**config.mk**
```make
export PLATFORM = sky130hd
export DESIGN_NAME = debounced_edge_sensor_array_top
export DESIGN_NICKNAME = d
export VERILOG_FILES = /design/src/hdl/des_pkg.sv /design/src/hdl/des_lane.sv /design/src/hdl/des_merge.sv /design/src/hdl/debounced_edge_sensor_array_top.sv
export VERILOG_INCLUDE_DIRS = /design/src /design/src/hdl
export SDC_FILE = /design/constraint.sdc
export NUM_CORES = 2
export LEC_CHECK = 0
export ABC_AREA = 1
export BUFFER_PORTS_ARGS = -buffer_cell sky130_fd_sc_hd__buf_4
export CORE_ASPECT_RATIO = 1.5
export CORE_UTILIZATION = 55
export CTS_BUF_LIST = sky130_fd_sc_hd__clkbuf_16
export DETAILED_ROUTE_END_ITERATION = 10
export HOLD_SLACK_MARGIN = 0.15
export PLACE_DENSITY = 0.71
export SLEW_MARGIN = 5
export SYNTH_ARGS = -nofsm -noshare
export SYNTH_HDL_FRONTEND = slang
export SYNTH_SLANG_ARGS = --single-unit
```
**constraint.sdc**
```tcl
create_clock -name clk_i -period 5.52 [get_ports clk_i]
set_clock_uncertainty 0.05 [all_clocks]
set_input_delay 0.828 -clock clk_i [delete_from_list [all_inputs] [get_ports clk_i]]
set_output_delay 0.828 -clock clk_i [all_outputs]
set_load 0.02 [all_outputs]
```
**src/hdl/debounced_edge_sensor_array_top_assert.svh**
```systemverilog
// ----------------------------------------------------------------------------
// Assertion macros for the debounced edge sensor array
// Each macro expands to a concurrent assertion in simulation and to nothing
// in synthesis.
// ----------------------------------------------------------------------------
`ifndef DEBOUNCED_EDGE_SENSOR_ARRAY_TOP_ASSERT_SVH
`define DEBOUNCED_EDGE_SENSOR_ARRAY_TOP_ASSERT_SVH

`ifndef SYNTHESIS
`define DES_ASSERT_SAME(lbl, ante, cons, msg) \
  lbl: assert property (@(posedge clk_i) disable iff (!rst_ni) (ante) |-> (cons)) \
    else $error(msg);
`define DES_ASSERT_NEXT(lbl, ante, cons, msg) \
  lbl: assert property (@(posedge clk_i) disable iff (!rst_ni) (ante) |=> (cons)) \
    else $error(msg);
`else
`define DES_ASSERT_SAME(lbl, ante, cons, msg)
`define DES_ASSERT_NEXT(lbl, ante, cons, msg)
`endif

`endif

```
**src/hdl/des_pkg.sv**
```systemverilog
`timescale 1ns / 1ps
// ----------------------------------------------------------------------------
// des_pkg
// Shared types and constants of the debounced edge sensor array.
// ----------------------------------------------------------------------------
package des_pkg;

  localparam int SAMPLE_FIELDS = 4;
  localparam int SAMPLE_W      = 15;
  localparam int THR_W         = 16;
  localparam int RUN_W         = 8;
  localparam int SUM_W         = 31;
  localparam int COUNT_W       = 16;
  localparam int CHAN_W        = 2;
  localparam int SCALE_W       = 24;
  localparam int SCALE_SHIFT   = 24;
  localparam int PROD_W        = SUM_W + SCALE_W;
  localparam int DIV_STEPS     = SUM_W;
  localparam int DIV_CNT_W     = $clog2(DIV_STEPS);

  localparam int S_DATA_W = 80;
  localparam int S_USER_W = 2;
  localparam int M_DATA_W = 8;

  localparam logic [SCALE_W-1:0] SCALE_Q24     = SCALE_W'(11744051);
  localparam logic [COUNT_W-1:0] CAL_COUNT_MAX = '1;

  typedef enum logic [1:0] {
    OP_DETECT  = 2'd0,
    OP_ACCUM   = 2'd1,
    OP_FINISH  = 2'd2,
    OP_SET_THR = 2'd3
  } op_e;

  typedef struct packed {
    logic detect;
    logic accum;
    logic set_thr;
    logic div_start;
    logic div_step;
    logic div_done;
  } lane_ctrl_t;

endpackage

```
**src/hdl/des_lane.sv**
```systemverilog
`timescale 1ns / 1ps
// ----------------------------------------------------------------------------
// des_lane
// One sensor channel: debounce counter, edge flag, threshold, calibration
// sum and a bit-serial divider with the 0.70 scaling multiply.
// ----------------------------------------------------------------------------
module des_lane #(
  parameter int RESET_THRESHOLD = 16000
) (
  input  logic                          clk_i,
  input  logic                          rst_ni,
  input  des_pkg::lane_ctrl_t           ctrl_i,
  input  logic [des_pkg::SAMPLE_W-1:0]  sample_i,
  input  logic [des_pkg::RUN_W-1:0]     debounce_i,
  input  logic [des_pkg::COUNT_W-1:0]   divisor_i,
  input  logic [des_pkg::THR_W-1:0]     thr_value_i,
  output logic                          flag_o
);
  import des_pkg::*;

  logic [RUN_W-1:0]   run_q, run_d;
  logic               flag_q, flag_d;
  logic [THR_W-1:0]   thr_q, thr_d;
  logic [SUM_W-1:0]   sum_q, sum_d;
  logic [SUM_W-1:0]   div_q, div_d;
  logic [COUNT_W-1:0] rem_q, rem_d;
  logic [COUNT_W:0]   trial;
  logic               fits;
  logic [PROD_W-1:0]  prod;
  logic               below;
  logic [RUN_W-1:0]   run_inc;

  assign below   = {1'b0, sample_i} < thr_q;
  assign run_inc = (run_q < debounce_i) ? run_q + RUN_W'(1) : run_q;
  assign trial   = {rem_q, div_q[SUM_W-1]};
  assign fits    = trial >= {1'b0, divisor_i};
  assign prod    = PROD_W'(div_q) * PROD_W'(SCALE_Q24);

  always_comb begin
    run_d  = run_q;
    flag_d = flag_q;
    thr_d  = thr_q;
    sum_d  = sum_q;
    div_d  = div_q;
    rem_d  = rem_q;
    if (ctrl_i.detect) begin
      if (below) begin
        run_d  = run_inc;
        flag_d = flag_q | (run_inc >= debounce_i);
      end else begin
        run_d  = '0;
        flag_d = 1'b0;
      end
    end
    if (ctrl_i.accum) begin
      sum_d = sum_q + SUM_W'(sample_i);
    end
    if (ctrl_i.set_thr) begin
      thr_d = thr_value_i;
    end
    if (ctrl_i.div_start) begin
      div_d = sum_q;
      rem_d = '0;
    end
    if (ctrl_i.div_step) begin
      rem_d = fits ? COUNT_W'(trial - {1'b0, divisor_i}) : COUNT_W'(trial);
      div_d = {div_q[SUM_W-2:0], fits};
    end
    if (ctrl_i.div_done) begin
      thr_d = prod[SCALE_SHIFT +: THR_W];
      sum_d = '0;
    end
  end

  always_ff @(posedge clk_i or negedge rst_ni) begin
    if (!rst_ni) begin
      run_q  <= '0;
      flag_q <= 1'b0;
      thr_q  <= THR_W'(RESET_THRESHOLD);
      sum_q  <= '0;
    end else begin
      run_q  <= run_d;
      flag_q <= flag_d;
      thr_q  <= thr_d;
      sum_q  <= sum_d;
    end
  end

  always_ff @(posedge clk_i) begin
    div_q <= div_d;
    rem_q <= rem_d;
  end

  assign flag_o = flag_q;

endmodule

```
**src/hdl/des_merge.sv**
```systemverilog
`timescale 1ns / 1ps
// ----------------------------------------------------------------------------
// des_merge
// Combines the lane flags into pattern and count and holds the result word
// in the output register until the receiver takes it.
// ----------------------------------------------------------------------------
module des_merge #(
  parameter int CHANNELS = 4
) (
  input  logic                          clk_i,
  input  logic                          rst_ni,
  input  logic                          load_i,
  input  logic [CHANNELS-1:0]           flags_i,
  input  logic                          err_i,
  input  logic                          tready_i,
  output logic                          tvalid_o,
  output logic [des_pkg::M_DATA_W-1:0]  tdata_o
);
  import des_pkg::*;

  localparam int WIDE = 8;

  logic [WIDE-1:0]         flags_wide;
  logic [3:0]              total;
  logic                    valid_q;
  logic [M_DATA_W-1:0]     data_q;

  assign flags_wide = WIDE'(flags_i);

  always_comb begin
    total = '0;
    for (int i = 0; i < CHANNELS; i++) begin
      total = total + 4'(flags_i[i]);
    end
  end

  always_ff @(posedge clk_i or negedge rst_ni) begin
    if (!rst_ni) begin
      valid_q <= 1'b0;
    end else if (load_i) begin
      valid_q <= 1'b1;
    end else if (tready_i) begin
      valid_q <= 1'b0;
    end
  end

  always_ff @(posedge clk_i) begin
    if (load_i) begin
      data_q <= {err_i, total[2:0], flags_wide[3:0]};
    end
  end

  assign tvalid_o = valid_q;
  assign tdata_o  = data_q;

endmodule

```
**src/hdl/debounced_edge_sensor_array_top.sv**
```systemverilog
`timescale 1ns / 1ps
// ----------------------------------------------------------------------------
// debounced_edge_sensor_array_top
// Four-channel threshold and debounce edge detector with calibration.
// ----------------------------------------------------------------------------
// The input stream carries one word per command, the command code in tuser.
// Detect words update the debounce counters and flags, accumulate words add
// to the calibration sums, finish words turn the averages into thresholds,
// and set words write one threshold. Every word gives one result word with
// the flag pattern, the flag count and the calibration error bit.
// Detect, accumulate and set words pass from the state register into the result
// register, which then raises the result. A finish word first runs through the
// bit-serial divider of each lane and then the scaling multiply. An empty
// finish skips the divider and reports its error through the report state.
// One word is in work at a time; the next is taken once the result register
// is free or being drained in the same cycle, and a stalled receiver holds
// the input side. Reset clears counters, flags, sums and the output and loads
// every threshold with its reset value; the debounce register resets to 3 and
// may be written through the configuration channel while idle.
// ----------------------------------------------------------------------------
`include "debounced_edge_sensor_array_top_assert.svh"

module debounced_edge_sensor_array_top #(
  parameter int CHANNELS        = 4,
  parameter int RESET_THRESHOLD = 16000
) (
  input  logic                          clk_i,
  input  logic                          rst_ni,
  input  logic                          s_axis_tvalid_i,
  output logic                          s_axis_tready_o,
  // sample0, sample1, sample2, sample3, channel, threshold_value, zero pad
  input  logic [des_pkg::S_DATA_W-1:0]  s_axis_tdata_i,
  // op
  input  logic [des_pkg::S_USER_W-1:0]  s_axis_tuser_i,
  output logic                          m_axis_tvalid_o,
  input  logic                          m_axis_tready_i,
  // edge_pattern, edge_count, calib_error
  output logic [des_pkg::M_DATA_W-1:0]  m_axis_tdata_o,
  input  logic                          cfg_valid_i,
  output logic                          cfg_ready_o,
  input  logic [des_pkg::RUN_W-1:0]     cfg_data_i
);
  import des_pkg::*;

  typedef enum logic [1:0] {
    ST_IDLE,
    ST_DIVIDE,
    ST_SCALE,
    ST_REPORT
  } state_e;

  state_e                state_q;
  logic [DIV_CNT_W-1:0]  div_cnt_q;
  logic [COUNT_W-1:0]    cal_count_q;
  logic                  err_q;
  logic [RUN_W-1:0]      debounce_q;

  logic                  s_accept;
  op_e                   op;
  logic [SAMPLE_W-1:0]   samples [SAMPLE_FIELDS];
  logic [CHAN_W-1:0]     channel;
  logic [THR_W-1:0]      thr_value;
  logic                  count_full;
  logic [CHANNELS-1:0]   flags;
  lane_ctrl_t            lane_ctrl [CHANNELS];

  assign op         = op_e'(s_axis_tuser_i);
  assign samples[0] = s_axis_tdata_i[14:0];
  assign samples[1] = s_axis_tdata_i[29:15];
  assign samples[2] = s_axis_tdata_i[44:30];
  assign samples[3] = s_axis_tdata_i[59:45];
  assign channel    = s_axis_tdata_i[61:60];
  assign thr_value  = s_axis_tdata_i[77:62];

  assign count_full      = cal_count_q == CAL_COUNT_MAX;
  assign s_axis_tready_o = (state_q == ST_IDLE) && (!m_axis_tvalid_o || m_axis_tready_i);
  assign s_accept        = s_axis_tvalid_i && s_axis_tready_o;
  assign cfg_ready_o     = 1'b1;

  always_ff @(posedge clk_i or negedge rst_ni) begin
    if (!rst_ni) begin
      debounce_q <= RUN_W'(3);
    end else if (cfg_valid_i) begin
      debounce_q <= cfg_data_i;
    end
  end

  always_ff @(posedge clk_i or negedge rst_ni) begin
    if (!rst_ni) begin
      state_q     <= ST_IDLE;
      div_cnt_q   <= '0;
      cal_count_q <= '0;
      err_q       <= 1'b0;
    end else begin
      case (state_q)
        ST_IDLE: begin
          if (s_accept) begin
            err_q   <= 1'b0;
            state_q <= ST_REPORT;
            if (op == OP_FINISH) begin
              if (cal_count_q == '0) begin
                err_q <= 1'b1;
              end else begin
                div_cnt_q <= '0;
                state_q   <= ST_DIVIDE;
              end
            end
            if (op == OP_ACCUM && !count_full) begin
              cal_count_q <= cal_count_q + COUNT_W'(1);
            end
          end
        end
        ST_DIVIDE: begin
          div_cnt_q <= div_cnt_q + DIV_CNT_W'(1);
          if (div_cnt_q == DIV_CNT_W'(DIV_STEPS - 1)) begin
            state_q <= ST_SCALE;
          end
        end
        ST_SCALE: begin
          cal_count_q <= '0;
          state_q     <= ST_REPORT;
        end
        ST_REPORT: begin
          state_q <= ST_IDLE;
        end
        default: begin
          state_q <= ST_IDLE;
        end
      endcase
    end
  end

  for (genvar i = 0; i < CHANNELS; i++) begin : g_lane
    logic [SAMPLE_W-1:0] lane_sample;
    logic                lane_match;

    if (i < SAMPLE_FIELDS) begin : g_fed
      assign lane_sample = samples[i];
      assign lane_match  = channel == CHAN_W'(i);
    end else begin : g_unfed
      assign lane_sample = '0;
      assign lane_match  = 1'b0;
    end

    always_comb begin
      lane_ctrl[i].detect    = s_accept && op == OP_DETECT;
      lane_ctrl[i].accum     = s_accept && op == OP_ACCUM && !count_full;
      lane_ctrl[i].set_thr   = s_accept && op == OP_SET_THR && lane_match;
      lane_ctrl[i].div_start = s_accept && op == OP_FINISH;
      lane_ctrl[i].div_step  = state_q == ST_DIVIDE;
      lane_ctrl[i].div_done  = state_q == ST_SCALE;
    end

    des_lane #(
      .RESET_THRESHOLD(RESET_THRESHOLD)
    ) u_lane (
      .clk_i      (clk_i),
      .rst_ni     (rst_ni),
      .ctrl_i     (lane_ctrl[i]),
      .sample_i   (lane_sample),
      .debounce_i (debounce_q),
      .divisor_i  (cal_count_q),
      .thr_value_i(thr_value),
      .flag_o     (flags[i])
    );
  end

  des_merge #(
    .CHANNELS(CHANNELS)
  ) u_merge (
    .clk_i   (clk_i),
    .rst_ni  (rst_ni),
    .load_i  (state_q == ST_REPORT),
    .flags_i (flags),
    .err_i   (err_q),
    .tready_i(m_axis_tready_i),
    .tvalid_o(m_axis_tvalid_o),
    .tdata_o (m_axis_tdata_o)
  );

  `DES_ASSERT_SAME(a_hold_input, m_axis_tvalid_o && !m_axis_tready_i, !s_axis_tready_o,
                   "input taken while result stalled")
  `DES_ASSERT_NEXT(a_report_out, state_q == ST_REPORT, m_axis_tvalid_o,
                   "report did not raise the result")
  `DES_ASSERT_SAME(a_err_empty, m_axis_tvalid_o && m_axis_tdata_o[7], cal_count_q == '0,
                   "calibration error with samples present")

endmodule

```
==> results.cfg <==
[clocking]
cts_tree = yes
cts_root_buffer = clkbuf_16
path_clk_slew_ns = 0.08
clk_latency_ns = 0.69
cts_buffers = 52
clock_path_buffers = 3
h-tree-depth = 2
cts.sinks = 453

[global_routing]
grt_max_degree = 102
grt_util_met3_pct = 6.52
use_met2_pct = 69.7
antenna_found_initial = 22
grt_pass1_vias = 71200
grt_pass1_wl_um = 400000
grt_use_met1_pct = 39.0
top_usage_layer = met2
grt.overflow.total = 0
gr-usage-all-layers_pct = 39.5

[synth]
synth_edf_count = 196
syn_area_um2 = 73600
yosysWarningCount = 0
async_flop_share_pct = 56.7
synth_area_leaders = fa_1, ha_1, inv_1, nand2_1, edfxtp_1
synth_cell_types = 50
syn_avg_cell_area_um2 = 8.15
ys_ff_latch = 453
syn-num-nets = 11100
postSynthCellCount = 9026
yosysTopAreaCellShare_pct = 27.6
synth-main-ff-cell = dfrtp_1
ys_top_cells_by_count = inv_1, nand2_1, fa_1
synth_most_common_cell = inv_1
yosys.area.top_type = fa_1
ys_seq_area_share_pct = 16.8

[floorplanning]
initial_core_util_pct = 55.3
die_w_um = 301
rows = 164
io_pins = 106
die_y_um = 450
dieArea_um2 = 135000
coreArea_um2 = 133000

[cells_and_area]
fin_nets = 12400
areaGrowthSynthToFinish_pct = 28.6
drive_gt1_share_pct = 26.5
fill_cells = 10200

[timing]
clock.fmax_mhz = 166
grt_setup_unrepaired = true
setup_ws_ns = -0.515
layout_min_cycle_time_ns = 6.04
setup_violations = 60
slew_viol_final = 0
whs_ns = 0.295
hold_viol = 0
slew_headroom_pct = 17.9
fin_crit_sh_pct = 109
max_slew.worst_pin.slew_ns = 1.23

[worst_setup_path]
required_ns = 6.09
r2r-start = g_lane[2].u_lane.div_q[9]
crit_top_cell = fa_1
critPathMaxStageDelay_ns = 0.63
rr_worst_depth = 21
arrival_ns = 6.60
worst-path-buf-inv = 5
path_cells = buf_6, ha_4, fa_1, inv_2, fa_1, inv_2, fa_2, fa_1, fa_1, fa_1, ha_4, buf_6, nand2_8, buf_6, nor2_4, nand2_2, nor2_2, nand4_1, nand4_1, nand3_2, nand2_1
cp-start-kind = flip-flop
ff2ff_setup_slack_ns = -0.52
crit_fanout = 4
slowest_stage = edfxtp_1
path_class = flip-flop to flip-flop
cp.depth = 21
critPathCaptureType = flip-flop
critical_path.top_delay_family = adder cells
r2r-end = g_lane[2].u_lane.thr_q[13]

[hold_path]
holdPathEnd = debounce_q[3]
worstHoldStart = cfg_data_i[3]
holdPathStages = 3
hold_class = input pin to flip-flop

[drt]
vias_per_cell = 5.50
wl_per_cell_um = 22.1
postRouteAntennaNets = 0
drc_errors = 0
routed_wl_um = 267000
vias = 66400
drt_iter0_markers = 4143
first_pass_iters = 8

[run_status]
violations = setup timing
status = complete, but fails checks

[place]
routabilityCongestion = 1.01
port-buffer-count = 102
hpwl_um = 213000

[flow_run]
maxCapViolations = 0
-- cell usage in the layout (no fill, tap or decap), types with 18 or more instances in the layout --
| cell | count |
|---|---|
| inv_1 | 2202 |
| nand2_1 | 1396 |
| buf_4 | 1089 |
| fa_1 | 885 |
| ha_1 | 764 |
| o21ai_0 | 401 |
| nor2_1 | 353 |
| a21oi_1 | 310 |
| nand3_1 | 239 |
| dfrtp_1 | 231 |
| inv_2 | 218 |
| ha_4 | 218 |
| edfxtp_1 | 196 |
| buf_6 | 180 |
| nand2_2 | 137 |
| fa_2 | 128 |
| nor3_1 | 92 |
| nor2_4 | 89 |
| nand4_1 | 74 |
| a21oi_2 | 74 |
| xor2_1 | 72 |
| nand2_4 | 71 |
| nor2_2 | 69 |
| nand3_2 | 65 |
| xnor2_1 | 63 |
| o22ai_1 | 55 |
| clkbuf_16 | 55 |
| o21bai_1 | 48 |
| inv_4 | 41 |
| o21ai_1 | 40 |
| a21oi_4 | 39 |
| o21ai_2 | 35 |
| nand3b_1 | 30 |
| o21a_1 | 28 |
| dfstp_2 | 26 |
| a21o_1 | 22 |
| nor3_2 | 20 |
| or2_2 | 18 |
-- worst register-to-register path: cells and delay by family (launching register included) --
kind	cells	cell delay, ns
buffers and inverters	5	0.58
DFF	1	0.63
adders and majority gates	8	3.75
and+or+nand+nor	8	0.94
-- worst max-delay path by stage --
stage / start / to / slack (ns)
after floorplan: g_lane[0].u_lane.div_q[10] / g_lane[0].u_lane.thr_q[10] / -0.009
after global placement: g_lane[1].u_lane.div_q[17] / g_lane[1].u_lane.thr_q[1] / -0.55
after detailed placement: g_lane[1].u_lane.div_q[17] / g_lane[1].u_lane.thr_q[1] / -0.57
after CTS: g_lane[1].u_lane.div_q[13] / g_lane[1].u_lane.thr_q[15] / -0.32
after global routing: g_lane[2].u_lane.div_q[9] / g_lane[2].u_lane.thr_q[13] / -0.62
final: g_lane[2].u_lane.div_q[9] / g_lane[2].u_lane.thr_q[13] / -0.52
-- routing by layer --
metal	vias to the layer above	part of all wire, %
li1	30400	-
met1	32400	33
met2	2389	50
met3	1166	5.5
met4	12	12
met5	-	0.031
-- timing repair --
item	in CTS	in global routing
resized for setup	1216	641
pin swaps	580	528
endpoints found under the setup margin	64	64
hold buffers	1	0
hold endpoints to repair	8	0
setup buffers	198	87
-- layout make-up --
cell class | instances | area [um^2] | area share [%]
Antenna cell | 16 | 40.0 | 0.0423
Clock buffer | 55 | 1380 | 1.45
Clock inverter | 43 | 402 | 0.424
Inverter | 2460 | 9360 | 9.89
Multi-Input combinational cell | 6017 | 58400 | 61.7
Sequential cell | 453 | 12300 | 13.0
Tap cell | 1743 | 2180 | 2.30
Timing Repair Buffer | 1288 | 10600 | 11.2
-- logic make-up (layout without fill, tap and decap cells) --
group,count (synthesis),in the layout,synth area share (%)
AOI/OAI and AO/OA,1145,1145,8.60
adders and majority gates,2012,2012,44.5
buffers and inverters,2556,3846,13.1
DFF,453,453,16.8
other,1,17,0.00510
xor gates and xnor gates,137,137,1.63
and+or+nand+nor,2722,2722,15.3
-- registers in the layout, indices dropped and copies added, names as in the netlist, 5 cells and up --
signal               cells
g_lane.u_lane.thr_q     64
debounce_q               8
u_merge.tdata_o          8
cal_count_q             16
div_cnt_q                5
g_lane.u_lane.div_q    124
g_lane.u_lane.sum_q    124
g_lane.u_lane.rem_q     64
g_lane.u_lane.run_q     32
-- through the flow --
stage                     setup slack (ns)  cells  util [%]  cell area, um^2  setup TNS [ns]
after floorplan                   -0.00859   9026         -            73600        -0.00859
after CTS                           -0.316  12000      68.9            91600           -6.56
final                               -0.515  12100      71.2            94600          -12.99
after detailed placement            -0.572  11700      62.6            83200          -24.04
after global placement              -0.548  11700      62.6            83200          -21.43
after global routing                -0.616  12100      71.2            94600          -22.57
Power is not shown: default switching activity piles up to over one toggle a cycle in this logic, so the estimate is an artifact.
